===== src/sv/bdrb_pkg.sv =====
// shared types and constants of the burst drop ring buffer
// no dependencies; used by every module of the block
package bdrb_pkg;

  localparam int RING_DEPTH = 4096;
  localparam int MAX_BURST  = 1024;
  localparam int MAX_READ   = 64;

  localparam int IDX_W  = $clog2(RING_DEPTH);
  localparam int PTR_W  = IDX_W + 1;
  localparam int LEN_W  = 11;
  localparam int RMAX_W = 7;
  localparam int DATA_W = 32;
  localparam int CNT_W  = 32;

  localparam int CQ_DEPTH = 4;
  localparam int CQ_AW    = $clog2(CQ_DEPTH);
  localparam int CQ_CW    = CQ_AW + 1;

  localparam int OQ_DEPTH = 4;
  localparam int OQ_AW    = $clog2(OQ_DEPTH);
  localparam int OQ_CW    = OQ_AW + 1;

  typedef struct packed {
    logic              mode;
    logic [DATA_W-1:0] sample_bits;
    logic              first_of_burst;
    logic [LEN_W-1:0]  burst_len;
    logic              last_of_burst;
    logic [RMAX_W-1:0] read_max;
  } in_t;

  typedef struct packed {
    logic [DATA_W-1:0] out_sample;
    logic              is_empty;
    logic              last_of_run;
    logic              resynced;
    logic [CNT_W-1:0]  drop_count;
  } out_t;

  typedef struct packed {
    logic              is_read;
    logic [DATA_W-1:0] sample;
    logic              first;
    logic [LEN_W-1:0]  len;
    logic              oversize;
    logic              last;
    logic [RMAX_W-1:0] rmax;
  } cmd_t;

  typedef enum logic {
    ST_IDLE,
    ST_READ
  } bk_state_t;

endpackage


===== src/sv/bdrb_front.sv =====
// front end: accepts items, normalizes burst length and read size,
// and queues the resulting commands for the back end; uses bdrb_pkg
module bdrb_front (
  input  logic           clk,
  input  logic           rst_n,
  input  logic           push,
  output logic           full,
  input  bdrb_pkg::in_t  in_item,
  output logic           cmd_vld,
  input  logic           cmd_rdy,
  output bdrb_pkg::cmd_t cmd
);

  bdrb_pkg::cmd_t                   cls;
  bdrb_pkg::cmd_t                   q_r [bdrb_pkg::CQ_DEPTH];
  logic [bdrb_pkg::CQ_AW-1:0]       wp_r, wp_nxt;
  logic [bdrb_pkg::CQ_AW-1:0]       rp_r, rp_nxt;
  logic [bdrb_pkg::CQ_CW-1:0]       cnt_r, cnt_nxt;
  logic                             wr, rd;

  always_comb begin
    cls.is_read = in_item.mode;
    cls.sample  = in_item.sample_bits;
    cls.first   = in_item.first_of_burst;
    cls.last    = in_item.last_of_burst;
    if (in_item.burst_len == '0) begin
      cls.len = bdrb_pkg::LEN_W'(1);
    end else begin
      cls.len = in_item.burst_len;
    end
    cls.oversize = (cls.len > bdrb_pkg::LEN_W'(bdrb_pkg::MAX_BURST));
    priority if (in_item.read_max == '0) begin
      cls.rmax = bdrb_pkg::RMAX_W'(1);
    end else if (in_item.read_max > bdrb_pkg::RMAX_W'(bdrb_pkg::MAX_READ)) begin
      cls.rmax = bdrb_pkg::RMAX_W'(bdrb_pkg::MAX_READ);
    end else begin
      cls.rmax = in_item.read_max;
    end
  end

  assign full    = (cnt_r == bdrb_pkg::CQ_CW'(bdrb_pkg::CQ_DEPTH));
  assign cmd_vld = (cnt_r != '0);
  assign cmd     = q_r[rp_r];
  assign wr      = push && !full;
  assign rd      = cmd_vld && cmd_rdy;

  always_comb begin
    wp_nxt  = wr ? wp_r + bdrb_pkg::CQ_AW'(1) : wp_r;
    rp_nxt  = rd ? rp_r + bdrb_pkg::CQ_AW'(1) : rp_r;
    cnt_nxt = cnt_r + bdrb_pkg::CQ_CW'(wr) - bdrb_pkg::CQ_CW'(rd);
  end

  always_ff @(posedge clk) begin
    if (!rst_n) begin
      wp_r  <= '0;
      rp_r  <= '0;
      cnt_r <= '0;
    end else begin
      wp_r  <= wp_nxt;
      rp_r  <= rp_nxt;
      cnt_r <= cnt_nxt;
    end
  end

  always_ff @(posedge clk) begin
    if (wr) begin
      q_r[wp_r] <= cls;
    end
  end

endmodule


===== config.mk =====
export PLATFORM = sky130hd
export DESIGN_NAME = bdrb_front
export DESIGN_NICKNAME = d
export VERILOG_FILES = /design/src/sv/bdrb_pkg.sv /design/src/sv/bdrb_front.sv
export SDC_FILE = /design/constraint.sdc
export NUM_CORES = 1
export LEC_CHECK = 0
export ABC_AREA = 1
export BUFFER_PORTS_ARGS = -buffer_cell sky130_fd_sc_hd__clkbuf_2
export CAP_MARGIN = 20
export CELL_PAD_IN_SITES_DETAIL_PLACEMENT = 1
export CELL_PAD_IN_SITES_GLOBAL_PLACEMENT = 2
export CORE_MARGIN = 1
export CORE_UTILIZATION = 29
export CTS_CLUSTER_DIAMETER = 100
export DETAILED_ROUTE_END_ITERATION = 8
export PLACE_DENSITY_LB_ADDON = 0.1
export SLEW_MARGIN = 20
export SYNTH_ARGS = -nofsm -noshare
export SYNTH_HDL_FRONTEND = slang
export SYNTH_SLANG_ARGS = --single-unit

===== constraint.sdc =====
create_clock -name clk -period 9.15 [get_ports clk]
set_clock_uncertainty 0.05 [all_clocks]
set_input_delay 0.915 -clock clk [delete_from_list [all_inputs] [get_ports clk]]
set_output_delay 0.915 -clock clk [all_outputs]
set_load 0.1 [all_outputs]

======== After elaboration in Yosys (flattened, before gate mapping) ========
Memory sizes are Yosys's and may differ from the RTL's. A register that Yosys moved wholly into a read port is not among the register bits.
Cells that the tools add are included.
storage, ports and cells
  memory bits (writable) .................. 216
  memories kept ........................... 1
  output and inout bits ................... 56
  register bits ........................... 7
  input port bits ......................... 57
  word-level logic and storage cells ...... 24
memory list
  name  words  bits a word  rd ports  clocked after memory_dff  wr ports  RTL line          source
  q_r   4      54           1         1                         1         bdrb_front.sv:15  bdrb_pkg::cmd_t q_r [bdrb_pkg::CQ_DEPTH];
cells by class
  muxes and demuxes ....................... 7
  eq/ne operators ......................... 1
  order comparisons ....................... 2
  reduce and logical (&&, ||, !) cells .... 6
  add/sub/neg operators ................... 4
operators by type and width
  kind                    number
  $mux W7                 2
  $gt A11 B11 Y1 const B  1
  $logic_not A11 Y1       1
  $mux W11                1
  $gt A7 B7 Y1 const B    1
  $logic_not A7 Y1        1
  $add A2 B1 Y2 const B   2
  $mux W2                 2
  $add A3 B1 Y3           1
  $eq A3 B3 Y1 const B    1
  $reduce_bool A3 Y1      1
  $sub A3 B1 Y3           1
  $logic_and A1 B1 Y1     2
  $mux W1                 2
  $logic_not A1 Y1        1

======== Depth between registers and ports, before layout ========
  word-level depth ........................ 5
  depth in mapped cells ................... 10
  mapped depth without buffers ............ 10

======== Worst setup path before layout ========
OpenSTA, ideal clock, no wires.
  path type ............................... input to register
  from .................................... input push
  to ...................................... memory q_r[0][0] (netlist name) (enable)
  stages on the path ...................... 2
  arrival time ............................ 3328 ps
  library setup time ...................... 466 ps
  path slack .............................. 5306 ps
  data required time ...................... 8634 ps
  path buffers ............................ 0
  cell sequence ........................... nand2_1 > nor2_1
between the ends
  word-level cells in the longest chain between the ends .. 3
RTL lines
  element                        RTL line          source
  start, declared                bdrb_front.sv:6   input logic push,
  $logic_and A1 B1 Y1            bdrb_front.sv:44  assign wr = push && !full;
  $mux W1                        bdrb_front.sv:66  if (wr) begin
  $mux W1 (not written as such)  bdrb_front.sv:67  q_r[wp_r] <= cls;
  end, declared                  bdrb_front.sv:15
Every way passes these cells.

==> out/qor.txt <==
Status - finished, final reports clean
Crit path launch type - register
IO buf count - 112
Die Wd - 174 um
WL met2 - 10.4 mm
Net Count, Synth - 687
Initial drt markers - 183
Die area - 30400 um^2
Worst Setup Slack, final - 5.16 ns
Slew margin rel. - 37.9%
CTS tree - done
GRT Overall Usage - 14.1%
Peak supply drop - 0.000132 V
CP endpoint kind - output port
Total power draw - 3.74 mW
Vias/cell - 4.66
Post-synthesis cell area - 8620 um^2
Fin area - 10300 um^2
Worst-Margin Slew - 0.932 ns
Tmin final - 3.99 ns
Pleak - 3.65 nW
CTS buffer count - 26
First-pass detailed-route iteration total - 4
Final Hold Viols - 0
Critical Path RT - 8.19 ns
Peak fanout along the critical path - 54
FF-to-FF Start - cnt_r[1]$_SDFF_PN0_
Clk slew on worst S/H paths - 0.05 ns
Stages on the worst setup path - 5
CTS Root Cell - clkbuf_16
Total wire length - 21.3 mm
Hold Crit Class - reg2reg
Max clock buf depth - 3
Initial core utilization - 29.8%
Register area share after synthesis - 77.4%
Post-Syn Instances - 623
Worst EP arrival - 3.03 ns
Critical Path Slowest Stage Cell - dfxtp_2
Fraction of layout cells with a size suffix above 1 - 22.2%
Area contributors post-synth - edfxtp_1 75%, nor2_1 5.6%, o21ai_0 5.4%
Worst path bufs/invs - 3
Vias - 5256
Largest net degree at the start of global routing - 109
Post-placement cell count - 1080
Initial antenna violation count - 1
Placed instance area - 9500 um^2
Yosys reg bits - 225
Register area - 6670 um^2
TNS Setup - 0 ns
CTS H-tree lvls - 1
Core Area - 28900 um^2
M1 wire length - 9.59 mm
Reg-to-reg slack, setup - 6.84 ns
CTS resizes - 0
Post-synth top area share - 75.3%
Vias in the first global route - 5756
Max Slew Vio Count - 0
Post-layout nets - 788
Uppermost layer routed - met4
Wirelength per Cell - 18.9 um
Row count - 62
Latest clock arrival within the worst-skew pair - 0.52 ns
I/O Pins - 113
# DRC - 0
Leading area contributor after synthesis - edfxtp_1
Synth warnings - 0
Period utilization - 43.6%
Max_cap viols - 0
Dpl hpwl - 11.7 mm
Power Density - 362 nW/um^2
Utilization after layout - 35.7%
First-pass GRT wire length - 32.9 mm
Area of the multi-input gates - 1640 um^2
Dpl ws - 5.40 ns
Syn_area_per_cell - 13.8 um^2
Worst reg2reg path endpoint - cnt_r[2]$_SDFF_PN0_
WS Path Type - reg2out
CTS Hold Bufs - 0
Layout Cells excl Fill - 1128
Antenna-violating nets left - 0
RSZ-0062 raised after global routing - false
Routability cong. - 0.679
Worst path max stage delay - 0.71 ns
Layout area overhead - 19.8%
Worst r2r path cells - 9
Post-CTS Setup Repair Bufs - 0
Hold Worst Slack - 0.462 ns
Fill count - 3056
CP Capture Point - cmd[10]
Post-synthesis cell type count - 23
FMAX - 0.250 GHz
Final Setup Violations - 0
Met3 WL - 869 um
Die Height - 174 um
Clock Sink Count - 225
Crit-path cells - buf_4 > clkinv_4 > o21ai_0 > o22ai_1 > clkbuf_2
Critical path's top delay family - buffers and inverters
Grt ovf - 0
-- registers in the layout, indices dropped and copies added (netlist names), named ones only --
name,cells
rp_r,2
wp_r,2
cnt_r,3
q_r,216
-- layer usage --
| layer | up-vias | GRT usage [%] |
|---|---|---|
| li1 | 2484 | - |
| met1 | 2631 | 17.8 |
| met2 | 109 | 24.5 |
| met3 | 32 | 2.84 |
| met4 | 0 | 3.87 |
| met5 | - | 0 |
-- synth_stat cells --
master / count
edfxtp_1: 216
nor2_1: 128
o21ai_0: 93
o22ai_1: 54
inv_1: 21
nand2_1: 18
buf_2: 17
clkbuf_1: 15
o21ai_1: 15
dfxtp_1: 9
clkbuf_2: 7
buf_6: 6
ha_1: 6
a21oi_1: 4
nand3_1: 4
a21boi_0: 3
a21o_1: 1
clkinv_4: 1
fa_1: 1
inv_6: 1
nand4_1: 1
nor3_1: 1
xor2_1: 1
-- final cells by class --
class	instances	area share, %
inverters	23	0.933
repair buffers	118	5.90
clock inverters	17	1.36
diodes	1	0.0242
multi-input cells	330	15.9
clock buffers	30	6.65
well taps	384	4.65
flip-flops and latches	225	64.6
-- cells by family (layout without fill, tap and decap cells) --
group | count (synthesis) | in the layout | synth area share, %
flops | 225 | 225 | 77.4
compound gates | 170 | 170 | 10.8
simple gates | 152 | 152 | 6.72
buf+inv | 68 | 188 | 3.95
fa+ha+maj | 7 | 7 | 1.10
xor+xnor | 1 | 1 | 0.102
other cells | 0 | 1 | 0
-- placed cells by master, fill, tap and decap left out, types with 2 or more instances in the layout --
master / netlist / routed
edfxtp_1: 216 / 216
buf_4: 0 / 5
bufinv_16: 0 / 2
clkbuf_2: 7 / 112
o21ai_1: 15 / 15
inv_1: 21 / 21
o22ai_1: 54 / 54
ha_1: 6 / 6
nand3_1: 4 / 4
dfxtp_1: 9 / 7
clkinv_1: 0 / 5
clkinv_2: 0 / 6
nor2_4: 0 / 4
a21boi_0: 3 / 3
a21oi_1: 4 / 4
clkinvlp_4: 0 / 3
nand2_1: 18 / 18
inv_6: 1 / 2
clkbuf_1: 15 / 3
nor2_1: 128 / 124
o21ai_0: 93 / 93
clkbuf_16: 0 / 27
-- tightest hold or removal path, stage by stage (launching register included) --
cell and delay [ns]:
dfxtp_1 0.33, nand2_1 0.07, a21oi_1 0.07
-- worst min-delay path by stage --
stage | from | end | slack, ns | cells past startpoint
2_1_floorplan | rp_r[1]$_SDFFE_PN0P_ | register | 0.41 | 2
6_report | rp_r[1]$_SDFFE_PN0P_ | register | 0.46 | 2
5_1_grt | rp_r[1]$_SDFFE_PN0P_ | register | 0.49 | 2
3_3_place_gp | rp_r[1]$_SDFFE_PN0P_ | register | 0.44 | 2
3_5_place_dp | rp_r[1]$_SDFFE_PN0P_ | register | 0.45 | 2
4_1_cts | rp_r[1]$_SDFFE_PN0P_ | register | 0.46 | 2
-- where the power goes --
part           internal (mW)  total, mW  switching [mW]
logic                  0.197       1.47            1.27
clock network          0.592      0.993           0.400
registers               1.25       1.28          0.0350
No activity file was read; power rests on OpenSTA's default activity.
