<file path="src/sv/bdrb_pkg.sv">
// shared types and constants of the burst drop ring buffer
// no dependencies; used by every module of the block
package bdrb_pkg;

  localparam int RING_DEPTH = 4096;
  localparam int MAX_BURST  = 1024;
  localparam int MAX_READ   = 64;

  localparam int IDX_W  = $clog2(RING_DEPTH);
  localparam int PTR_W  = IDX_W + 1;
  localparam int LEN_W  = 11;
  localparam int RMAX_W = 7;
  localparam int DATA_W = 32;
  localparam int CNT_W  = 32;

  localparam int CQ_DEPTH = 4;
  localparam int CQ_AW    = $clog2(CQ_DEPTH);
  localparam int CQ_CW    = CQ_AW + 1;

  localparam int OQ_DEPTH = 4;
  localparam int OQ_AW    = $clog2(OQ_DEPTH);
  localparam int OQ_CW    = OQ_AW + 1;

  typedef struct packed {
    logic              mode;
    logic [DATA_W-1:0] sample_bits;
    logic              first_of_burst;
    logic [LEN_W-1:0]  burst_len;
    logic              last_of_burst;
    logic [RMAX_W-1:0] read_max;
  } in_t;

  typedef struct packed {
    logic [DATA_W-1:0] out_sample;
    logic              is_empty;
    logic              last_of_run;
    logic              resynced;
    logic [CNT_W-1:0]  drop_count;
  } out_t;

  typedef struct packed {
    logic              is_read;
    logic [DATA_W-1:0] sample;
    logic              first;
    logic [LEN_W-1:0]  len;
    logic              oversize;
    logic              last;
    logic [RMAX_W-1:0] rmax;
  } cmd_t;

  typedef enum logic {
    ST_IDLE,
    ST_READ
  } bk_state_t;

endpackage

</file>
<file path="src/sv/bdrb_out_queue.sv">
// result queue between the back end and the result ports
// uses bdrb_pkg; reports its fill level so the back end can reserve space
module bdrb_out_queue (
  input  logic                       clk,
  input  logic                       rst_n,
  input  logic                       wr,
  input  bdrb_pkg::out_t             wr_data,
  output logic [bdrb_pkg::OQ_CW-1:0] cnt,
  output logic                       empty,
  input  logic                       pop,
  output bdrb_pkg::out_t             out_item
);

  bdrb_pkg::out_t               q_r [bdrb_pkg::OQ_DEPTH];
  logic [bdrb_pkg::OQ_AW-1:0]   wp_r, wp_nxt;
  logic [bdrb_pkg::OQ_AW-1:0]   rp_r, rp_nxt;
  logic [bdrb_pkg::OQ_CW-1:0]   cnt_r, cnt_nxt;
  logic                         rd;

  assign empty    = (cnt_r == '0);
  assign cnt      = cnt_r;
  assign out_item = q_r[rp_r];
  assign rd       = pop && !empty;

  always_comb begin
    wp_nxt  = wr ? wp_r + bdrb_pkg::OQ_AW'(1) : wp_r;
    rp_nxt  = rd ? rp_r + bdrb_pkg::OQ_AW'(1) : rp_r;
    cnt_nxt = cnt_r + bdrb_pkg::OQ_CW'(wr) - bdrb_pkg::OQ_CW'(rd);
  end

  always_ff @(posedge clk) begin
    if (!rst_n) begin
      wp_r  <= '0;
      rp_r  <= '0;
      cnt_r <= '0;
    end else begin
      wp_r  <= wp_nxt;
      rp_r  <= rp_nxt;
      cnt_r <= cnt_nxt;
    end
  end

  always_ff @(posedge clk) begin
    if (wr) begin
      q_r[wp_r] <= wr_data;
    end
  end

endmodule

</file>
<file path="config.mk">
export PLATFORM = sky130hd
export DESIGN_NAME = bdrb_out_queue
export DESIGN_NICKNAME = d
export VERILOG_FILES = /design/src/sv/bdrb_pkg.sv /design/src/sv/bdrb_out_queue.sv
export SDC_FILE = /design/constraint.sdc
export NUM_CORES = 1
export LEC_CHECK = 0
export CORE_MARGIN = 3
export CORE_UTILIZATION = 62
export CTS_BUF_LIST = sky130_fd_sc_hd__clkbuf_8 sky130_fd_sc_hd__clkbuf_16
export CTS_CLUSTER_DIAMETER = 150
export CTS_CLUSTER_SIZE = 28
export DETAILED_ROUTE_END_ITERATION = 6
export DONT_BUFFER_PORTS = 1
export GPL_TIMING_DRIVEN = 0
export PLACE_DENSITY = 0.78
export SLEW_MARGIN = 20
export SYNTH_ARGS = -nofsm -noshare
export SYNTH_HDL_FRONTEND = slang
export SYNTH_SLANG_ARGS = --single-unit
</file>
<file path="constraint.sdc">
create_clock -name clk -period 3.8 [get_ports clk]
set_clock_uncertainty 0.15 [all_clocks]
set_input_delay 0.19 -clock clk [delete_from_list [all_inputs] [get_ports clk]]
set_output_delay 0.19 -clock clk [all_outputs]
set_load 0.02 [all_outputs]
</file>
* After elaboration in Yosys (flattened, before gate mapping) *
Memories as Yosys holds them, arrays and structs flattened. A register that Yosys moved wholly into a read port is not among the register bits.
Index checks and enable logic that the tools add are counted.

cells by class
  add/subtract/negate cells = 4
  multiply operators = 0
  div/mod/pow operators = 0
  order comparisons = 0
  eq/ne operators = 0
  shifts and indexed selects = 0
  multiplexer cells = 4
  bitwise gates (word level) = 0
  reduce and logical (&&, ||, !) cells = 3

operators by type and width
  kind                                         count
  adder 2 x 1 -> 2 bit, second input constant  2
  2-to-1 mux 2 bit                             2
  adder 3 x 1 -> 3 bit                         1
  logical NOT 3 bit                            1
  subtractor 3 x 1 -> 3 bit                    1
  2-to-1 mux 1 bit                             2
  logical AND 1 bit                            1
  logical NOT 1 bit                            1

word-level totals
  register bits after elaboration = 7
  latch bits = 0
  bits in writable memories = 268
  bits in read-only memories = 0
  input port bits = 71
  output and inout port bits = 71
  memories kept = 1

memories
  memory  words  width  rd ports  clocked after Yosys merged registers in  wr ports  RTL line              source
  q_r     4      67     1         1                                        1         bdrb_out_queue.sv:14  bdrb_pkg::out_t q_r [bdrb_pkg::OQ_DEPTH];

* Logic depth before layout (Yosys ltp) *
Gate-level depths: netlist (run 1).

  word-level depth = 5
  gate-level depth with buffers = 8
  mapped depth without buffers = 8

* Worst setup path before layout (run 1) *
Ideal clock, no wire load.

  path kind = reg-to-reg
  start = register wp_r[0] (netlist name)
  end = memory q_r[0][0] (netlist name) (enable)
  setup time = 0.432 ns
  arrival = 2.113 ns
  data required time = 3.218 ns
  setup slack = 1.105 ns
  stages on the path, launching flop included = 4
  buffers on the path = 0
  cells stage by stage = dfxtp_1 > inv_1 > ha_1 > and2_1

RTL lines
  item                      RTL line              source
  start: declaration        bdrb_out_queue.sv:15  logic [bdrb_pkg::OQ_AW-1:0] wp_r, wp_nxt;
  start signal: assignment  bdrb_out_queue.sv:37  wp_r <= wp_nxt;
  end: declaration          bdrb_out_queue.sv:14

No word-level cell before the write port.

* Worst setup path in the final report (run 1) *
  start = register cnt_r, in the netlist cnt[1]
  end = register cnt_r, in the netlist cnt[2]

on the way
  word-level cells in the longest chain between the ends = 4

ends and longest elaborated chain
  item                       RTL line              source
  start: declaration         bdrb_out_queue.sv:17  logic [bdrb_pkg::OQ_CW-1:0] cnt_r, cnt_nxt;
  start signal: assignment   bdrb_out_queue.sv:39  cnt_r <= cnt_nxt;
  logical NOT 3 bit          bdrb_out_queue.sv:20  assign empty = (cnt_r == '0);
  logical NOT 1 bit          bdrb_out_queue.sv:23  assign rd = pop && !empty;
  logical AND 1 bit          bdrb_out_queue.sv:23
  named net rd               bdrb_out_queue.sv:18  logic rd;
  subtractor 3 x 1 -> 3 bit  bdrb_out_queue.sv:28  cnt_nxt = cnt_r + bdrb_pkg::OQ_CW'(wr) - bdrb_pkg::OQ_CW'(rd);

The timed path passes the listed nets, and every way through them passes these cells.
A chain may end at the register's enable or synchronous reset.

==> impl_results.md, run 1 <==
- Synth top area share: 0.792
- Sequential fraction of the synthesis area: 0.809
- DRT Pass-1 Iters: 4
- # clock sinks: 277
- Min Hold Slack: 0.0265 ns
- Post-DP Area: 10600 um^2
- FMAX: 428 MHz
- Crit start category: register
- Worst setup EP type: register
- Post-cts sizing count: 0
- Kind of critical path: register to register
- Root buf cell: clkbuf_16
- Initial DRC Count: 363
- Global-route usage over all layers: 0.197
- GRT overflow: 0
- Layout cells sized above 1: 0.208
- Async SR Flop Fraction: 0
- Pin count of the biggest net entering global routing: 45
- Worst-margin pin slew: 0.637 ns
- Worst-path maximum fanout: 6
- CTS tree: built
- Max VDD drop: 0.570 mV
- Die Y: 134 um
- Worst hold-check path type: input pin to register
- Largest cells by area after synthesis: edfxtp_1 (79%), mux4_2 (15%), dfxtp_1 (1.8%)
- Reg power frac: 0.558
- Die width: 134 um
- Crit path arrival time: 2.59 ns
- Final wirelength: 17100 um
- Cts hold-fix bufs: 71
- Net Sw Frac: 0.263
- Placed insts: 613
- Net Switching: 1.69 mW
- Initial core utilization: 0.638
- P per Cell Area: 554 nW/um^2
- Most common cell in the synthesized netlist: edfxtp_1
- Yosys warnings: 0
- Clock transition at path regs: 0.10 ns
- Worst slew margin: 0.572
- Num rows: 46
- Finished Cell Area: 11600 um^2
- Yosys top cell by area: edfxtp_1
- Synth cell count leaders: edfxtp_1 (268), mux4_2 (67), dfxtp_1 (9)
- Period utilisation layout: 0.615
- Post-route DRC: 0
- Number of vias per cell: 5.97
- H-tree levels: 1
- CP required: 4.05 ns
- Count of input and output buffers: 0
- Post-CTS Repair Setup Buffers: 0
- Post-synth EDFFs: 268
- Cell family contributing the most delay on the critical path: adder cells
- Max-slew violations: 0
- Dpl hpwl: 10300 um
- Total clock buffers created by CTS: 13
- Crit-path slowest cell: dfxtp_1
- Final setup fails: 0
- IO Pins: 142
- RSZ-0062 raised after global routing: false
- Core box area: 15900 um^2
- Dominant synthesized flop cell: edfxtp_1
- Synthesized area: 10200 um^2
- WL/cell: 24.3 um
- Die area: 18000 um^2
- N_diodes: 0
- Clock power frac: 0.224
- Post-route ant nets: 0
- Post-synth net total: 471
- P_leak: 3.65 nW
- Nets@finish: 561
- Syn avg cell area: 25.9 um^2
- Syn Inst Count: 393
- Layout Cells excl Fill: 701
- Crit-path max cell delay: 0.60 ns
- Int Power: 4.74 mW
- Distinct cells, synth: 21
- #FFs+latches synth: 277
- Clock Path Buffers: 3
- CP bufs+invs: 2
- Comb power frac: 0.218
- Global-route wire length before repair: 26900 um
- Initial antenna violation count: 0
- Hold violation count in the final report: 0
- Post-layout minimum cycle time: 2.34 ns
- Area delta synth->final: 14.2%
- Vias in the first global route: 4526
- Clock latency at the later pin of the worst-skew pair: 0.46 ns
- # Max-Cap Violations: 0
- Status: finished, final reports clean
- Crit-path cells: o31a_1 > ha_1 > inv_1 > ha_1 > inv_1 > fa_1 > xnor3_1 > nor2b_1
- Total vias in the final route: 4187
- GPL Wtd Cong: 0.696
## cells by family (layout without fill, tap and decap cells)
family,Yosys count,after routing,share of synthesized area
muxes,71,71,0.152
xor gates and xnor gates,2,2,0.00308
buffers and inverters,20,112,0.0161
DFF,277,277,0.809
adders and majority gates,7,7,0.00935
AOI/OAI and AO/OA,2,2,0.00172
and+or+nand+nor,14,14,0.00800
## state kept, by name (all words and copies together), names as in the netlist, named ones only
name / flops
cnt: 3
q_r: 268
rp_r: 2
wp_r: 2
## placed cells by master (no fill, tap or decap), types with 2 or more instances in the layout
cell type	instances
mux4_2	67
nor2b_1	3
dlygate4sd3_1	71
buf_4	3
buf_16	4
nand2_1	2
and2_1	2
edfxtp_1	268
buf_1	3
nand2b_1	2
and2_4	4
ha_1	6
clkbuf_16	13
buf_2	4
buf_12	4
mux2i_1	4
inv_1	8
dfxtp_1	9
## per-stage QoR
stage,setup WS [ns],utilization,TNS [ns],total power [mW]
3_3_place_gp,-0.0155,0.655,-0.552,4.96
4_1_cts,1.45,0.728,0,6.49
6_report,1.46,0.728,0,6.43
2_1_floorplan,1.10,-,0,4.76
5_1_grt,1.33,0.728,0,6.67
3_5_place_dp,1.56,0.662,0,5.00
## layout make-up
cell class                      instances  area [um^2]
Sequential cell                       277         8230
Fill cell                             891         4330
Multi-Input combinational cell         96         1780
Timing Repair Buffer                   75          821
Clock buffer                           13          325
Tap cell                              216          270
Buffer                                 15          145
Inverter                                5         18.8
Clock inverter                          4         16.3
## metal layers
metal,routed length (um),track usage,up-vias
li1,-,-,1839
met1,6550,0.265,2191
met2,9050,0.344,142
met3,1210,0.0484,15
met4,246,0.0328,0
met5,0,0,-
## power by group through the flow
stage          clock, mW  combinational [mW]  sequential (mW)
2_1_floorplan          0                1.12             3.65
3_3_place_gp           0                1.30             3.66
3_5_place_dp           0                1.34             3.66
4_1_cts             1.47                1.43             3.59
5_1_grt             1.57                1.50             3.60
6_report            1.44                1.40             3.59
## path summary, 6_finish.rpt
check | slack [ns] | start | depth (start not counted) | endpoint
max | 1.46 | cnt[1]$_SDFF_PN0_ | 8 | cnt[2]$_SDFF_PN0_
min | 0.03 | wr | 1 | q_r[0][34]$_DFFE_PP_
min reg2reg | 0.34 | rp_r[1]$_SDFFE_PN0P_ | 2 | rp_r[1]$_SDFFE_PN0P_
max reg2reg | 1.46 | cnt[1]$_SDFF_PN0_ | 8 | cnt[2]$_SDFF_PN0_
(Power assumes the default switching activity.)
==> run 2: changes to the inputs <==
ABC_AREA = 1   (was default)
CORE_UTILIZATION = 63   (was 62)
PLACE_DENSITY = 0.79   (was 0.78)
clock period = 2.4 ns   (was 3.8 ns; I/O delays follow)
==> impl_results.md, run 2 <==
- Die Y: 134 um (about the same)
- Power after layout: 10.9 mW (was 6.43 mW)
- Core box area: 16000 um^2 (was 15900 um^2)
- Clock latency at the later pin of the worst-skew pair: 0.46 ns (about the same)
- Post-route DRC: 0 (unchanged)
- P per Cell Area: 901 nW/um^2 (was 554 nW/um^2)
- Pin count of the biggest net entering global routing: 45 (unchanged)
- Number of vias per cell: 6.19 (was 5.97)
- Dominant synthesized flop cell: edfxtp_1 (unchanged)
- Global-route wire length before repair: 34500 um (was 26900 um)
- Total vias in the final route: 6316 (was 4187)
- Worst Setup Slack, final: 0.0828 ns (was 1.46 ns)
- Yosys top cell by area: edfxtp_1 (unchanged)
- CP bufs+invs: 3 (was 2)
- Die width: 134 um (about the same)
- Area delta synth->final: 16.0% (was 14.2%)
- Crit-path cells: buf_6 > inv_6 > clkbuf_1 > o21ai_0 > o22ai_1 (was o31a_1 > ha_1 > inv_1 > ha_1 > inv_1 > fa_1 > xnor3_1 > nor2b_1)
- Async SR Flop Fraction: 0 (unchanged)
- Finished Cell Area: 12000 um^2 (was 11600 um^2)
- # clock sinks: 277 (unchanged)
- Clock Path Buffers: 3 (unchanged)
- CTS tree: built (unchanged)
- Dpl hpwl: 13700 um (was 10300 um)
- Final setup fails: 0 (unchanged)
- DRT Pass-1 Iters: 4 (unchanged)
- Biggest register: q_r (unchanged)
- Vias in the first global route: 6366 (was 4526)
- Sequential fraction of the synthesis area: 0.792 (was 0.809)
- Final setup TNS: 0 ns (unchanged)
- Crit path arrival time: 2.05 ns (was 2.59 ns)
- Kind of critical path: register to output port (was register to register)
- Period utilisation layout: 0.965
- Final core utilization: 0.753 (was 0.728)
- Most common cell after layout, fill and taps aside: edfxtp_1 (unchanged)
- Max-slew violations: 0 (unchanged)
- Clock transition at path regs: 0.10 ns (about the same)
- Most common cell in the synthesized netlist: edfxtp_1 (unchanged)
- Most frequent cells in the layout: edfxtp_1 (268), nor2_1 (141), o21ai_0 (133) (was edfxtp_1 (268), dlygate4sd3_1 (71), mux4_2 (67))
- Post-DP Area: 10800 um^2 (was 10600 um^2)
- FMAX: 432 MHz
- Root buf cell: clkbuf_16 (unchanged)
- WL/cell: 23.0 um (was 24.3 um)
- Layout Cells excl Fill: 1020 (was 701)
- Initial core utilization: 0.649 (was 0.638)
- Crit start category: register (unchanged)
- Placed insts: 931 (was 613)
- Die area: 18100 um^2 (was 18000 um^2)
- Worst-path maximum fanout: 10 (was 6)
- Max VDD drop: 0.991 mV (was 0.570 mV)
- Dpl ws: 0.0814 ns (was 1.56 ns)
- Initial antenna violation count: 0 (unchanged)
- Post-layout minimum cycle time: 2.32 ns
- Post-route ant nets: 0 (unchanged)
- Initial DRC Count: 672 (was 363)
- Worst setup EP type: output port (was register)
- Post-synth net total: 786 (was 471)
- Worst-margin pin slew: 0.666 ns (was 0.637 ns)
- # Max-Cap Violations: 0 (unchanged)
- #FFs+latches synth: 277 (unchanged)
- CP required: 2.13 ns (was 4.05 ns)
- Largest cells by area after synthesis: edfxtp_1 (77%), o21ai_0 (6.4%), nor2_1 (5.1%) (was edfxtp_1 (79%), mux4_2 (15%), dfxtp_1 (1.8%))
- Crit-path max cell delay: 0.44 ns (was 0.60 ns)
- Hold violation count in the final report: 0 (unchanged)
- Distinct cells, synth: 20 (was 21)
- Synth top area share: 0.775 (was 0.792)
- Total clock buffers created by CTS: 13 (unchanged)
- Status: finished, final reports clean (unchanged)
- Global-route usage over all layers: 0.249 (was 0.197)
- Worst hold-check path type: input pin to register (unchanged)
- GPL Wtd Cong: 0.784 (was 0.696)
- Synthesized area: 10400 um^2 (was 10200 um^2)
- Layout cells sized above 1: 0.117 (was 0.208)
- Syn avg cell area: 14.7 um^2 (was 25.9 um^2)
- Nets@finish: 880 (was 561)
- P_leak: 4.02 nW (was 3.65 nW)
- Flip-flop count of the largest register after layout: 268 (unchanged)
- Min Hold Slack: 0.124 ns (was 0.0265 ns)
- Post-synth EDFFs: 268 (unchanged)
- Synth cell count leaders: edfxtp_1 (268), nor2_1 (141), o21ai_0 (133) (was edfxtp_1 (268), mux4_2 (67), dfxtp_1 (9))
- N_diodes: 0 (unchanged)
- Count of input and output buffers: 0 (unchanged)
- Post-CTS Repair Setup Buffers: 0 (unchanged)
- Yosys warnings: 0 (unchanged)
- GRT overflow: 0 (unchanged)
- Num rows: 46 (unchanged)
- Worst slew margin: 0.553 (was 0.572)
- Crit-path slowest cell: o22ai_1 (was dfxtp_1)
- IO Pins: 142 (unchanged)
- Syn Inst Count: 708 (was 393)
- H-tree levels: 1 (unchanged)
- Final wirelength: 23400 um (was 17100 um)
- Cell family contributing the most delay on the critical path: buffers and inverters (was adder cells)
==> run 2: routing by layer <==
metal,wire (um),track usage,up-vias
li1,-,-,2820
met1,8830,0.325,3126
met2,12100,0.427,337
met3,2130,0.0615,33
met4,414,0.0605,0
met5,0,0,-
==> run 2: cell type report <==
class | instances | area (um^2)
flip-flops and latches | 277 | 8230
fillers | 930 | 3950
multi-input cells | 370 | 1960
repair buffers | 77 | 863
clock buffers | 13 | 325
plain buffers | 43 | 287
well taps | 216 | 270
inverters | 18 | 86.3
clock inverters | 4 | 16.3
repair inverters | 2 | 10.0
==> run 2: timing repair <==
item / CTS / global route
endpoints found under the hold margin: 300 / 0
hold buffers: 70 / 0
gates cloned: 0 / 2
resized for setup: 1 / 31
setup endpoints to repair: 1 / 67
==> run 2: where the power goes <==
group / switching [mW] / internal [mW]
clock network: 1.31 / 0.991
registers: 0.105 / 5.55
logic: 2.13 / 0.776
==> run 2: kinds of logic (layout without fill, tap and decap cells) <==
family / Yosys count / in the layout / share of synthesized area
flip-flops: 277 / 277 / 0.792
AO/OA/AOI/OAI: 208 / 208 / 0.108
AND/OR/NAND/NOR: 155 / 155 / 0.0562
buffers and inverters: 61 / 157 / 0.0344
adder cells (fa/ha/maj): 7 / 7 / 0.00915
==> run 2: path summary, 6_finish.rpt <==
check                           depth (start not counted)  slack [ns]              endpoint                 start
worst min register to register                          2        0.42  wp_r[1]$_SDFFE_PN0P_  wp_r[1]$_SDFFE_PN0P_
worst min-delay path                                    5        0.12     cnt[1]$_SDFF_PN0_                   pop
worst max register to register                         11        0.12     cnt[2]$_SDFF_PN0_     cnt[1]$_SDFF_PN0_
worst max-delay path                                    5        0.08          out_item[46]              register
==> run 2: worst min-delay path, delay by kind of cell <==
family	cells	cell delay (ns)
adders and majority gates	2	0.39
buffers and inverters	1	0.02
and+or+nand+nor	2	0.19
==> run 3: changes to the inputs <==
CORE_UTILIZATION = 50   (was 63)
PLACE_DENSITY = default   (was 0.79)
==> impl_results.md, run 3 (synthesis results as in run 2) <==
- Total vias in the final route: 6047 (was 6316)
- Final core utilization: 0.599 (was 0.753)
- Die width: 150 um (was 134 um)
- Total clock buffers created by CTS: 13 (unchanged)
- Crit start category: register (unchanged)
- Biggest register: q_r (unchanged)
- Dpl hpwl: 13900 um (was 13700 um)
- H-tree levels: 1 (unchanged)
- Placed insts: 985 (was 931)
- Dpl ws: 0.0448 ns (was 0.0814 ns)
- Area delta synth->final: 17.0% (was 16.0%)
- Number of vias per cell: 5.64 (was 6.19)
- Layout Cells excl Fill: 1073 (was 1020)
- FMAX: 436 MHz (was 432 MHz)
- Initial core utilization: 0.512 (was 0.649)
- Status: finished, final reports clean (unchanged)
- Max-slew violations: 0 (unchanged)
- Cell family contributing the most delay on the critical path: buffers and inverters (unchanged)
- Flip-flop count of the largest register after layout: 268 (unchanged)
- Post-layout minimum cycle time: 2.29 ns (was 2.32 ns)
- Worst-margin pin slew: 0.652 ns (was 0.666 ns)
- Worst R2R Path Depth: 12 (was 11)
- DRT Pass-1 Iters: 4 (unchanged)
- Worst hold-check path type: input pin to register (unchanged)
- Kind of critical path: register to output port (unchanged)
- Worst setup path endpoint: out_item[54] (was out_item[46])
- Nets@finish: 878 (was 880)
- Max VDD drop: 0.527 mV (was 0.991 mV)
- P_leak: 4.05 nW (was 4.02 nW)
- # fillers: 1558 (was 930)
- Critical path depth: 5 (unchanged)
- Power after layout: 10.9 mW (about the same)
- Count of input and output buffers: 0 (unchanged)
- CTS tree: built (unchanged)
- Worst-path maximum fanout: 10 (unchanged)
- Reg2Reg Launch Point: cnt[1]$_SDFF_PN0_ (unchanged)
- Post-route ant nets: 0 (unchanged)
- RR Endpoint: cnt[2]$_SDFF_PN0_ (unchanged)
- R2R setup slack: 0.24 ns (was 0.12 ns)
- Initial DRC Count: 420 (was 672)
- P per Cell Area: 896 nW/um^2 (was 901 nW/um^2)
- CP bufs+invs: 3 (unchanged)
- Post-CTS Repair Setup Buffers: 0 (unchanged)
- Worst setup EP type: output port (unchanged)
- Min Hold Slack: 0.00490 ns (was 0.124 ns)
- Most common cell after layout, fill and taps aside: edfxtp_1 (unchanged)
- Crit-path slowest cell: clkbuf_1 (was o22ai_1)
- Final setup fails: 0 (unchanged)
- Crit-path max cell delay: 0.40 ns (was 0.44 ns)
- # clock sinks: 277 (unchanged)
- IO Pins: 142 (unchanged)
- Clock Path Buffers: 3 (unchanged)
- Worst slew margin: 0.572 (was 0.553)
- Core box area: 20300 um^2 (was 16000 um^2)
- Global-route wire length before repair: 34000 um (was 34500 um)
- Initial antenna violation count: 1 (was 0)
- CP required: 2.13 ns (about the same)
- Crit path arrival time: 2.02 ns (was 2.05 ns)
- Clock latency at the later pin of the worst-skew pair: 0.47 ns (was 0.46 ns)
- Die area: 22500 um^2 (was 18100 um^2)
- GRT overflow: 0 (unchanged)
- Final wirelength: 23000 um (was 23400 um)
- Worst Setup Slack, final: 0.109 ns (was 0.0828 ns)
- Post-route DRC: 0 (unchanged)
- Num rows: 52 (was 46)
- WL/cell: 21.4 um (was 23.0 um)
- Reg area: 8230 um^2 (about the same)
- Layout cells sized above 1: 0.133 (was 0.117)
- Crit-path cells: buf_6 > inv_6 > clkbuf_1 > o21ai_0 > o22ai_1 (unchanged)
- Most frequent cells in the layout: edfxtp_1 (268), nor2_1 (140), o21ai_0 (133) (was edfxtp_1 (268), nor2_1 (141), o21ai_0 (133))
- Multi-input logic area: 2030 um^2 (was 1960 um^2)
- Die Y: 150 um (was 134 um)
- GPL Wtd Cong: 0.761 (was 0.784)
- Root buf cell: clkbuf_16 (unchanged)
- RSZ-0062 raised after global routing: false
- Hold violation count in the final report: 0 (unchanged)
- # Max-Cap Violations: 0 (unchanged)
- Period utilisation layout: 0.955 (was 0.965)
- Vias in the first global route: 6076 (was 6366)
- Global-route usage over all layers: 0.197 (was 0.249)
- Pin count of the biggest net entering global routing: 36 (was 45)
- Clock transition at path regs: 0.10 ns (about the same)
-- run 3: changes by cell type in the layout (fill, tap and decap cells not counted), moves of 2 or more --
cell,before,now
buf_12,4,7
buf_16,3,0
clkbuf_1,7,4
clkbuf_2,8,11
clkinvlp_2,2,0
o22ai_1,43,32
o22ai_2,24,35
-- run 3: power breakdown --
group          leakage, nW  switching [mW]  total (mW)  internal (mW)
Clock                0.180            1.33        2.32          0.990
Combinational         1.33            2.13        2.94          0.802
Sequential            2.54           0.103        5.65           5.55
Total                 4.05            3.56        10.9           7.34
-- run 3: per-stage QoR --
step | TNS (ns) | instance area, um^2
finish | 0 | 12200
global route | 0 | 12200
CTS | 0 | 11900
detailed placement | 0 | 10900
global placement | -204.73 | 10700
floorplan | 0 | 10400
-- run 3: worst min-delay path by stage --
stage,startpoint,end,slack [ns],cells past startpoint
after floorplan,rst_n,cnt[0]$_SDFF_PN0_,0.07,2
after global routing,wr,q_r[3][2]$_DFFE_PP_,0.02,2
after CTS,wr,q_r[3][9]$_DFFE_PP_,0.02,2
final,wr,q_r[3][9]$_DFFE_PP_,0.005,2
after global placement,wr_data[33],q_r[0][33]$_DFFE_PP_,0.07,0
after detailed placement,wr_data[28],q_r[2][28]$_DFFE_PP_,0.07,0
-- run 3: layer usage --
layer | GRT usage | share of wire | up-vias
li1 | - | - | 2819
met1 | 0.252 | 0.40 | 3028
met2 | 0.341 | 0.51 | 171
met3 | 0.0497 | 0.072 | 29
met4 | 0.0499 | 0.018 | 0
met5 | 0 | 0 | -
-- run 3: layout make-up --
| cell class | count | area share |
|---|---|---|
| Timing Repair Buffer | 77 | 0.0691 |
| Antenna cell | 1 | 0.000206 |
| Clock buffer | 13 | 0.0268 |
| Inverter | 18 | 0.00710 |
| Buffer | 43 | 0.0239 |
| Multi-Input combinational cell | 370 | 0.167 |
| Sequential cell | 277 | 0.677 |
| Tap cell | 270 | 0.0278 |
| Clock inverter | 4 | 0.00134 |
-- run 3: repair_timing --
item | in CTS | in global routing
endpoints found under the setup margin | 0 | 46
hold buffers | 70 | 0
resized for setup | 0 | 49
hold endpoints to repair | 277 | 0
